--- config.mk ---
export PLATFORM = sky130hd
export DESIGN_NAME = descriptor_free_list_allocator
export DESIGN_NICKNAME = d
export VERILOG_FILES = /design/src/design/dfla_pkg.sv /design/src/design/dfla_datapath.sv /design/src/design/dfla_ctrl.sv /design/src/design/descriptor_free_list_allocator.sv
export SDC_FILE = /design/constraint.sdc
export NUM_CORES = 2
export LEC_CHECK = 0
export BUFFER_PORTS_ARGS = -buffer_cell sky130_fd_sc_hd__clkbuf_2
export CAP_MARGIN = 20
export CORE_MARGIN = 2
export CORE_UTILIZATION = 56
export CTS_CLUSTER_DIAMETER = 50
export DETAILED_ROUTE_END_ITERATION = 12
export PLACE_DENSITY_LB_ADDON = 0.2
export RECOVER_POWER = 100
export REMOVE_ABC_BUFFERS = 1
export SYNTH_ARGS = -nofsm -noshare
export SYNTH_HDL_FRONTEND = slang
export SYNTH_SLANG_ARGS = --single-unit
--- constraint.sdc ---
create_clock -name clk -period 8.7 [get_ports clk]
set_input_delay 0.435 -clock clk [delete_from_list [all_inputs] [get_ports clk]]
set_output_delay 0.435 -clock clk [all_outputs]
set_load 0.05 [all_outputs]
--- src/design/dfla_pkg.sv ---
// Shared constants, codes and control types for the descriptor free list allocator.
`default_nettype none
package dfla_pkg;

  localparam int DEF_MAX_SLOTS = 64;

  localparam int HANDLE_W = 64;
  localparam int INC_W    = 16;
  localparam int COUNT_W  = 7;
  localparam int IDX_W    = 7;
  localparam int OUT_IDX_W = 6;
  localparam int PROD_W   = IDX_W + INC_W;
  localparam int CFG_IDX_W = 2;
  localparam int STATUS_W = 2;

  localparam int DIV_BITS_PER_STEP = 2;
  localparam int DIV_STEPS = HANDLE_W / DIV_BITS_PER_STEP;
  localparam int DIV_CNT_W = $clog2(DIV_STEPS);

  localparam logic [CFG_IDX_W-1:0] CFG_CPU_BASE  = 2'd0;
  localparam logic [CFG_IDX_W-1:0] CFG_GPU_BASE  = 2'd1;
  localparam logic [CFG_IDX_W-1:0] CFG_INCREMENT = 2'd2;
  localparam logic [CFG_IDX_W-1:0] CFG_COUNT     = 2'd3;

  localparam logic [INC_W-1:0]   RST_INCREMENT = 16'd32;
  localparam logic [COUNT_W-1:0] RST_COUNT     = 7'd64;

  localparam logic [STATUS_W-1:0] ST_OK       = 2'd0;
  localparam logic [STATUS_W-1:0] ST_NO_FREE  = 2'd1;
  localparam logic [STATUS_W-1:0] ST_MISMATCH = 2'd2;
  localparam logic [STATUS_W-1:0] ST_RANGE    = 2'd3;

  localparam logic OP_ALLOC = 1'b0;
  localparam logic OP_FREE  = 1'b1;

  localparam logic [1:0] EMIT_ALLOC = 2'd0;
  localparam logic [1:0] EMIT_FREE  = 2'd1;
  localparam logic [1:0] EMIT_FAIL  = 2'd2;

  typedef struct packed {
    logic                capture;
    logic                pop;
    logic                fresh;
    logic                mul;
    logic                add;
    logic                div_init;
    logic                div_step;
    logic                push;
    logic                emit;
    logic [1:0]          emit_kind;
    logic [STATUS_W-1:0] emit_status;
  } cmd_t;

  typedef struct packed {
    logic op;
    logic freed_nonempty;
    logic fresh_avail;
    logic inc_zero;
    logic quot_equal;
    logic quot_in_range;
    logic stack_full;
    logic out_free;
  } sts_t;

endpackage
`default_nettype wire

--- src/design/dfla_datapath.sv ---
// Datapath: configuration registers, slot stack memory, handle arithmetic and radix-4 divider.
`default_nettype none
module dfla_datapath import dfla_pkg::*; #(
  parameter int MAX_SLOTS = DEF_MAX_SLOTS
) (
  input  wire logic                 clk,
  input  wire logic                 rst,
  input  wire logic                 cfg_we,
  input  wire logic [CFG_IDX_W-1:0] cfg_index,
  input  wire logic [HANDLE_W-1:0]  cfg_data,
  input  wire logic                 op,
  input  wire logic [HANDLE_W-1:0]  cpu_handle_in,
  input  wire logic [HANDLE_W-1:0]  gpu_handle_in,
  input  wire cmd_t                 cmd,
  output sts_t                      sts,
  output logic                      out_valid,
  input  wire logic                 out_ready,
  output logic [HANDLE_W-1:0]       cpu_handle_out,
  output logic [HANDLE_W-1:0]       gpu_handle_out,
  output logic [OUT_IDX_W-1:0]      slot_index,
  output logic [STATUS_W-1:0]       status
);

  localparam int AW  = (MAX_SLOTS > 1) ? $clog2(MAX_SLOTS) : 1;
  localparam int DW  = $clog2(MAX_SLOTS + 1);
  localparam int CAP = (MAX_SLOTS > 127) ? 127 : MAX_SLOTS;

  logic [HANDLE_W-1:0] cpu_base;
  logic [HANDLE_W-1:0] gpu_base;
  logic [INC_W-1:0]    inc;
  logic [COUNT_W-1:0]  count_cfg;

  logic                op_q;
  logic [HANDLE_W-1:0] cpu_q;
  logic [HANDLE_W-1:0] gpu_q;
  logic [HANDLE_W-1:0] cpu_q_next;
  logic [HANDLE_W-1:0] gpu_q_next;
  logic [INC_W-1:0]    cpu_rem;
  logic [INC_W-1:0]    gpu_rem;
  logic [INC_W-1:0]    cpu_rem_next;
  logic [INC_W-1:0]    gpu_rem_next;

  logic [IDX_W-1:0]    idx;
  logic [PROD_W-1:0]   prod;
  logic [HANDLE_W-1:0] res_cpu;
  logic [HANDLE_W-1:0] res_gpu;

  logic [IDX_W-1:0]    mem [MAX_SLOTS];
  logic [DW-1:0]       freed_depth;
  logic [DW-1:0]       depth_m1;
  logic [IDX_W-1:0]    fresh;
  logic [IDX_W-1:0]    eff;

  logic [INC_W:0]      c1;
  logic [INC_W:0]      c2;
  logic [INC_W:0]      g1;
  logic [INC_W:0]      g2;

  function automatic logic [INC_W:0] div_bit(input logic [INC_W-1:0] rem,
                                             input logic nb,
                                             input logic [INC_W-1:0] d);
    logic [INC_W:0] part;
    logic [INC_W:0] diff;
    part = {rem, nb};
    diff = part - {1'b0, d};
    if (part >= {1'b0, d}) begin
      return {1'b1, diff[INC_W-1:0]};
    end else begin
      return {1'b0, part[INC_W-1:0]};
    end
  endfunction

  assign eff      = (count_cfg > IDX_W'(CAP)) ? IDX_W'(CAP) : count_cfg;
  assign depth_m1 = freed_depth - DW'(1);

  always_comb begin
    c1 = div_bit(cpu_rem, cpu_q[HANDLE_W-1], inc);
    c2 = div_bit(c1[INC_W-1:0], cpu_q[HANDLE_W-2], inc);
    g1 = div_bit(gpu_rem, gpu_q[HANDLE_W-1], inc);
    g2 = div_bit(g1[INC_W-1:0], gpu_q[HANDLE_W-2], inc);
    cpu_q_next   = {cpu_q[HANDLE_W-3:0], c1[INC_W], c2[INC_W]};
    gpu_q_next   = {gpu_q[HANDLE_W-3:0], g1[INC_W], g2[INC_W]};
    cpu_rem_next = c2[INC_W-1:0];
    gpu_rem_next = g2[INC_W-1:0];
  end

  always_comb begin
    sts.op             = op_q;
    sts.freed_nonempty = (freed_depth != '0);
    sts.fresh_avail    = (fresh < eff);
    sts.inc_zero       = (inc == '0);
    sts.quot_equal     = (cpu_q == gpu_q);
    sts.quot_in_range  = (cpu_q[HANDLE_W-1:IDX_W] == '0) && (cpu_q[IDX_W-1:0] < eff);
    sts.stack_full     = (freed_depth == DW'(MAX_SLOTS));
    sts.out_free       = !out_valid || out_ready;
  end

  always_ff @(posedge clk) begin
    if (rst) begin
      cpu_base  <= '0;
      gpu_base  <= '0;
      inc       <= RST_INCREMENT;
      count_cfg <= RST_COUNT;
    end else if (cfg_we) begin
      unique case (cfg_index)
        CFG_CPU_BASE:  cpu_base  <= cfg_data;
        CFG_GPU_BASE:  gpu_base  <= cfg_data;
        CFG_INCREMENT: inc       <= cfg_data[INC_W-1:0];
        CFG_COUNT:     count_cfg <= cfg_data[COUNT_W-1:0];
        default: ;
      endcase
    end
  end

  always_ff @(posedge clk) begin
    if (rst) begin
      freed_depth <= '0;
      fresh       <= '0;
    end else begin
      if (cmd.pop) begin
        freed_depth <= depth_m1;
      end else if (cmd.push) begin
        freed_depth <= freed_depth + DW'(1);
      end
      if (cmd.fresh) begin
        fresh <= fresh + IDX_W'(1);
      end
    end
  end

  always_ff @(posedge clk) begin
    if (cmd.push) begin
      mem[freed_depth[AW-1:0]] <= cpu_q[IDX_W-1:0];
    end
    if (cmd.pop) begin
      idx <= mem[depth_m1[AW-1:0]];
    end else if (cmd.fresh) begin
      idx <= fresh;
    end else if (cmd.push) begin
      idx <= cpu_q[IDX_W-1:0];
    end
  end

  always_ff @(posedge clk) begin
    if (cmd.capture) begin
      op_q  <= op;
      cpu_q <= cpu_handle_in;
      gpu_q <= gpu_handle_in;
    end else if (cmd.div_init) begin
      cpu_q   <= cpu_q - cpu_base;
      gpu_q   <= gpu_q - gpu_base;
      cpu_rem <= '0;
      gpu_rem <= '0;
    end else if (cmd.div_step) begin
      cpu_q   <= cpu_q_next;
      gpu_q   <= gpu_q_next;
      cpu_rem <= cpu_rem_next;
      gpu_rem <= gpu_rem_next;
    end
    if (cmd.mul) begin
      prod <= PROD_W'(idx) * PROD_W'(inc);
    end
    if (cmd.add) begin
      res_cpu <= cpu_base + HANDLE_W'(prod);
      res_gpu <= gpu_base + HANDLE_W'(prod);
    end
  end

  always_ff @(posedge clk) begin
    if (rst) begin
      out_valid <= 1'b0;
    end else if (cmd.emit) begin
      out_valid <= 1'b1;
    end else if (out_ready) begin
      out_valid <= 1'b0;
    end
  end

  always_ff @(posedge clk) begin
    if (cmd.emit) begin
      cpu_handle_out <= (cmd.emit_kind == EMIT_ALLOC) ? res_cpu : '0;
      gpu_handle_out <= (cmd.emit_kind == EMIT_ALLOC) ? res_gpu : '0;
      slot_index     <= (cmd.emit_kind == EMIT_FAIL) ? '0 : idx[OUT_IDX_W-1:0];
      status         <= cmd.emit_status;
    end
  end

endmodule
`default_nettype wire

--- src/design/dfla_ctrl.sv ---
// Controller state machine that sequences allocate and free requests through the datapath.
`default_nettype none
module dfla_ctrl import dfla_pkg::*; (
  input  wire logic clk,
  input  wire logic rst,
  input  wire logic in_valid,
  output logic      in_ready,
  input  wire sts_t sts,
  output cmd_t      cmd
);

  localparam logic [2:0] S_IDLE   = 3'd0;
  localparam logic [2:0] S_DECIDE = 3'd1;
  localparam logic [2:0] S_MUL    = 3'd2;
  localparam logic [2:0] S_ADD    = 3'd3;
  localparam logic [2:0] S_DIV    = 3'd4;
  localparam logic [2:0] S_CHECK  = 3'd5;
  localparam logic [2:0] S_EMIT   = 3'd6;

  logic [2:0]           state;
  logic [2:0]           state_next;
  logic [DIV_CNT_W-1:0] cnt;
  logic [DIV_CNT_W-1:0] cnt_next;
  logic [1:0]           pend_kind;
  logic [1:0]           pend_kind_next;
  logic [STATUS_W-1:0]  pend_status;
  logic [STATUS_W-1:0]  pend_status_next;

  assign in_ready = (state == S_IDLE);

  always_comb begin
    cmd              = '0;
    state_next       = state;
    cnt_next         = cnt;
    pend_kind_next   = pend_kind;
    pend_status_next = pend_status;
    unique case (state)
      S_IDLE: begin
        if (in_valid) begin
          cmd.capture = 1'b1;
          state_next  = S_DECIDE;
        end
      end
      S_DECIDE: begin
        if (sts.op == OP_ALLOC) begin
          if (sts.freed_nonempty) begin
            cmd.pop    = 1'b1;
            state_next = S_MUL;
          end else if (sts.fresh_avail) begin
            cmd.fresh  = 1'b1;
            state_next = S_MUL;
          end else begin
            pend_kind_next   = EMIT_FAIL;
            pend_status_next = ST_NO_FREE;
            state_next       = S_EMIT;
          end
        end else if (sts.inc_zero) begin
          pend_kind_next   = EMIT_FAIL;
          pend_status_next = ST_RANGE;
          state_next       = S_EMIT;
        end else begin
          cmd.div_init = 1'b1;
          cnt_next     = '0;
          state_next   = S_DIV;
        end
      end
      S_MUL: begin
        cmd.mul    = 1'b1;
        state_next = S_ADD;
      end
      S_ADD: begin
        cmd.add          = 1'b1;
        pend_kind_next   = EMIT_ALLOC;
        pend_status_next = ST_OK;
        state_next       = S_EMIT;
      end
      S_DIV: begin
        cmd.div_step = 1'b1;
        cnt_next     = cnt + DIV_CNT_W'(1);
        if (cnt == DIV_CNT_W'(DIV_STEPS - 1)) begin
          state_next = S_CHECK;
        end
      end
      S_CHECK: begin
        priority if (!sts.quot_equal) begin
          pend_kind_next   = EMIT_FAIL;
          pend_status_next = ST_MISMATCH;
        end else if (!sts.quot_in_range || sts.stack_full) begin
          pend_kind_next   = EMIT_FAIL;
          pend_status_next = ST_RANGE;
        end else begin
          cmd.push         = 1'b1;
          pend_kind_next   = EMIT_FREE;
          pend_status_next = ST_OK;
        end
        state_next = S_EMIT;
      end
      S_EMIT: begin
        if (sts.out_free) begin
          cmd.emit        = 1'b1;
          cmd.emit_kind   = pend_kind;
          cmd.emit_status = pend_status;
          state_next      = S_IDLE;
        end
      end
      default: begin
        state_next = S_IDLE;
      end
    endcase
  end

  always_ff @(posedge clk) begin
    if (rst) begin
      state       <= S_IDLE;
      cnt         <= '0;
      pend_kind   <= EMIT_FAIL;
      pend_status <= ST_OK;
    end else begin
      state       <= state_next;
      cnt         <= cnt_next;
      pend_kind   <= pend_kind_next;
      pend_status <= pend_status_next;
    end
  end

endmodule
`default_nettype wire

--- src/design/descriptor_free_list_allocator.sv ---
// Top level of the descriptor free list allocator: controller plus datapath.
// Allocate: decide, multiply, add, then emit; with no free slot, decide goes straight to emit.
// Free: decide, radix-4 divider steps, check, then emit; a zero increment skips to emit.
// One request is in flight at a time; the next is taken the cycle after its result is loaded.
// Synchronous active-high reset empties the freed stack, restarts fresh slots at zero,
// and restores the configuration registers to their defaults.
`default_nettype none
module descriptor_free_list_allocator import dfla_pkg::*; #(
  parameter int MAX_SLOTS = DEF_MAX_SLOTS
) (
  input  wire logic                 clk,
  input  wire logic                 rst,
  input  wire logic                 cfg_valid,
  output logic                      cfg_ready,
  input  wire logic [CFG_IDX_W-1:0] cfg_index,
  input  wire logic [HANDLE_W-1:0]  cfg_data,
  input  wire logic                 in_valid,
  output logic                      in_ready,
  input  wire logic                 op,
  input  wire logic [HANDLE_W-1:0]  cpu_handle_in,
  input  wire logic [HANDLE_W-1:0]  gpu_handle_in,
  output logic                      out_valid,
  input  wire logic                 out_ready,
  output logic [HANDLE_W-1:0]       cpu_handle_out,
  output logic [HANDLE_W-1:0]       gpu_handle_out,
  output logic [OUT_IDX_W-1:0]      slot_index,
  output logic [STATUS_W-1:0]       status
);

  cmd_t cmd;
  sts_t sts;

  assign cfg_ready = 1'b1;

  dfla_ctrl u_ctrl (
    .clk      (clk),
    .rst      (rst),
    .in_valid (in_valid),
    .in_ready (in_ready),
    .sts      (sts),
    .cmd      (cmd)
  );

  dfla_datapath #(
    .MAX_SLOTS (MAX_SLOTS)
  ) u_datapath (
    .clk            (clk),
    .rst            (rst),
    .cfg_we         (cfg_valid && cfg_ready),
    .cfg_index      (cfg_index),
    .cfg_data       (cfg_data),
    .op             (op),
    .cpu_handle_in  (cpu_handle_in),
    .gpu_handle_in  (gpu_handle_in),
    .cmd            (cmd),
    .sts            (sts),
    .out_valid      (out_valid),
    .out_ready      (out_ready),
    .cpu_handle_out (cpu_handle_out),
    .gpu_handle_out (gpu_handle_out),
    .slot_index     (slot_index),
    .status         (status)
  );

endmodule
`default_nettype wire

==> metrics <==
transition at the pin with the smallest max-transition slack=3.737 ns; Max-Cap Viols=28; maximum buffer depth of the clock tree=3; clock sink count=1081; remaining max-slew budget at the tightest pin=-149.1%; Synth async-reset ratio=0%; Die Width=333.3 um; CP max-delay cell=sky130_fd_sc_hd__clkbuf_1; synth warn=0; Worst Setup Slack, final=1.143 ns; TritonCTS clock tree=yes; cell family contributing the most delay on the critical path=simple AND/OR/NAND/NOR gates; CORE AREA=between 0.1 and 0.15 mm2; violation count after the first detailed-routing iteration=4684; number of instances in the synthesized netlist=5518; area of the die=between 0.1 and 0.15 mm2; most instantiated flip-flop cell in the synthesis netlist=sky130_fd_sc_hd__edfxtp_1; maximum achievable frequency=around 0.13 GHz; number of instances in the placed design=~7100; final clock period utilization by the worst path=86.86%; Worst Setup Start Kind=flip-flop; power density of the placed cells=275.4 mW/mm2; number of buffers and inverters on the critical path=1; most instantiated library cell after synthesis=sky130_fd_sc_hd__edfxtp_1; Post-route DRC=0; Inserted Clock Buffers=140; antenna violations before repair=9; Final Hold Slack=0.02254 ns; Placed Area=0.06374 mm2; Pins Over Slew Limit=1562; area occupied by multi-input gates=roughly 0.028 mm2; filler cell count=8518; final-stage net count=6430; outcome=finished with violations; top-area cell type share of the netlist area=between 40% and 50%; element type at the critical path end=flip-flop; classification of the worst-slack hold path=input port to flip-flop; GRT Residual Overflow=0; wire length reported by the detailed router=roughly 180000 um; total area of sequential cells=0.03068 mm2; Post-Synthesis Cell Area=about 0.06 mm2; clock-pin transition on the worst setup and hold timing paths=0.06 ns; overall die height=333.3 um; maximum vdd ir drop=between 0.0002 and 0.0003 V; fraction of layout instances using a drive strength above 1=11.19%; I/O pins=339; Detail Route Antenna Nets=0; crit-path cells=clkbuf_1, ha_1, a21oi_1, o2111ai_1, nor3_1, o311ai_2, nor2_4, and2_0, nand3_1, nor2_1; required time at the worst-slack endpoint=9.08 ns; global-route usage over all layers=32.20%; area of all placed cells without fillers=roughly 0.07 mm2; final critical-path required period=7.557 ns; unrepaired setup endpoints after global routing=false; biggest area contributors in the synthesized netlist=sky130_fd_sc_hd__edfxtp_1 (45%), sky130_fd_sc_hd__ha_1 (6.1%), sky130_fd_sc_hd__dfxtp_1 (5.9%), sky130_fd_sc_hd__mux4_2 (5.3%), sky130_fd_sc_hd__a21oi_1 (4.4%); wire length of the first global-routing pass=270400 um; later-pin clock latency in the skew report=0.76 ns; leading cell types by count after synthesis=sky130_fd_sc_hd__edfxtp_1 (903), sky130_fd_sc_hd__nand2_1 (631), sky130_fd_sc_hd__a21oi_1 (528); number of global-route vias before repair=43890; proportion of synthesized chip area in sequential cells=50.51%; deepest level of the CTS H-tree=4; initial core utilization=56.58%; count of standard-cell rows=120; final instance count without filler cells=~7400; Clock Root Buffer=sky130_fd_sc_hd__clkbuf_16; HPWL after DPL=131500 um; synthesis-to-layout area growth=13.21%; final core utilization=roughly 64%; final setup vio count=0; synthesized area divided by synthesized cell count=11.01 um2; Static Leakage=about 0.025 uW; placer's final routability congestion estimate=roughly 0.99; violated checks=capacitance limit, slew limit; CTS resizes=0; worst setup slack before clock tree synthesis=2.102 ns; most area-hungry cell type in the Yosys netlist=sky130_fd_sc_hd__edfxtp_1; drt via density=6.168; delay of the slowest cell on the worst path=2.37 ns; number of synthesized register bits=about 1100; arrival time worst endpoint=approximately 7.9 ns; Buffers on Ports=roughly 340; number of iterations in the first detailed-routing pass=6; wire per inst=24.50 um; highest net fanout along the worst path=66; count of cell types in the netlist=89; number of failing hold endpoints at the final stage=0; largest net degree at the start of global routing=130; worst setup path category=flip-flop to flip-flop; routed vias=45500; maximum clock skew at final layout=0.05011 ns; number of enable-type register cells in the synthesized netlist=903
-- worst min-delay path, cell delays in order --
cell	delay, ns
sky130_fd_sc_hd__clkbuf_2	0.09
sky130_fd_sc_hd__nor2_1	0.04
sky130_fd_sc_hd__a21oi_1	0.09
-- cell families after synthesis --
logic type | share of synthesized area [%]
buffers and inverters | 3.456
xor gates and xnor gates | 5.376
and+or+nand+nor | 13.47
other | 0.006174
adders and majority gates | 8.614
DFF | 50.51
muxes | 6.497
AOI/OAI and AO/OA | 12.08
-- per-stage QoR --
step | setup TNS (ns) | power, uW
after floorplan | -133.04 | 11310
after global placement | 0 | 12900
after detailed placement | 0 | 12980
after CTS | 0 | 18840
after global routing | 0 | 19830
final | 0 | 18940
-- where the power goes --
part           internal, uW  switching, uW  total, uW
Combinational          2540           3810       6350
Clock                  3510           2340       5840
Sequential             6360            390       6750
-- cells in the final DEF (no fill, tap or decap), types with 73 or more instances in the layout --
cell type                     n
sky130_fd_sc_hd__a21o_1     122
sky130_fd_sc_hd__a21oi_1    528
sky130_fd_sc_hd__clkbuf_1   186
sky130_fd_sc_hd__clkbuf_16  145
sky130_fd_sc_hd__clkbuf_2   198
sky130_fd_sc_hd__dfxtp_1    177
sky130_fd_sc_hd__edfxtp_1   903
sky130_fd_sc_hd__fa_1        77
sky130_fd_sc_hd__ha_1       294
sky130_fd_sc_hd__inv_1      296
sky130_fd_sc_hd__mux4_2     142
sky130_fd_sc_hd__nand2_1    630
sky130_fd_sc_hd__nand3_1    110
sky130_fd_sc_hd__nand4_1     73
sky130_fd_sc_hd__nor2_1     379
sky130_fd_sc_hd__nor2b_1    168
sky130_fd_sc_hd__o21ai_0    187
sky130_fd_sc_hd__xnor2_1    220
sky130_fd_sc_hd__xor2_1     150
-- flip-flops by register name (all words and copies together) (netlist names), 23 cells and up --
register,flops
u_datapath.cpu_q,64
u_datapath.res_cpu,64
u_datapath.res_gpu,64
u_datapath.prod,23
u_datapath.cpu_handle_out,64
u_datapath.mem,448
u_datapath.gpu_base,64
u_datapath.gpu_q,64
u_datapath.gpu_handle_out,64
u_datapath.cpu_base,64
-- final timing paths --
path	startpoint	to	slack, ns	cells past startpoint
min reg2reg	u_datapath.cpu_base[51]	u_datapath.cpu_base[51]	0.46	2
max reg2reg	u_datapath.cpu_q[4]	u_datapath.mem[63][4]	1.14	10
max	u_datapath.cpu_q[4]	u_datapath.mem[63][4]	1.14	10
min	gpu_handle_in[53]	u_datapath.gpu_q[53]	0.02	3
-- final cells by class --
| type | instances | area share (%) |
|---|---|---|
| flip-flops and latches | 1081 | 44.62 |
| multi-input cells | 3883 | 40.73 |
| clock buffers | 168 | 5.445 |
| repair buffers | 455 | 3.599 |
| well taps | 1403 | 2.553 |
| inverters | 297 | 1.625 |
| clock inverters | 87 | 1.419 |
| diodes | 3 | 0.01092 |
-- repair_timing --
action                                 in CTS  in global routing
endpoints found under the hold margin     128                  0
hold buffers                               68                  0
setup buffers                               0                  0
-- per-layer routing --
metal / track usage (%) / up-vias / share of wire [%]
met5: 0 / - / 0.038
met4: 14.10 / 10 / 4.8
met3: 5.151 / 384 / 8.1
met2: 52.52 / 2064 / 47
met1: 42.75 / 22240 / 40
li1: - / 20800 / -
(Power assumes the default switching activity.)
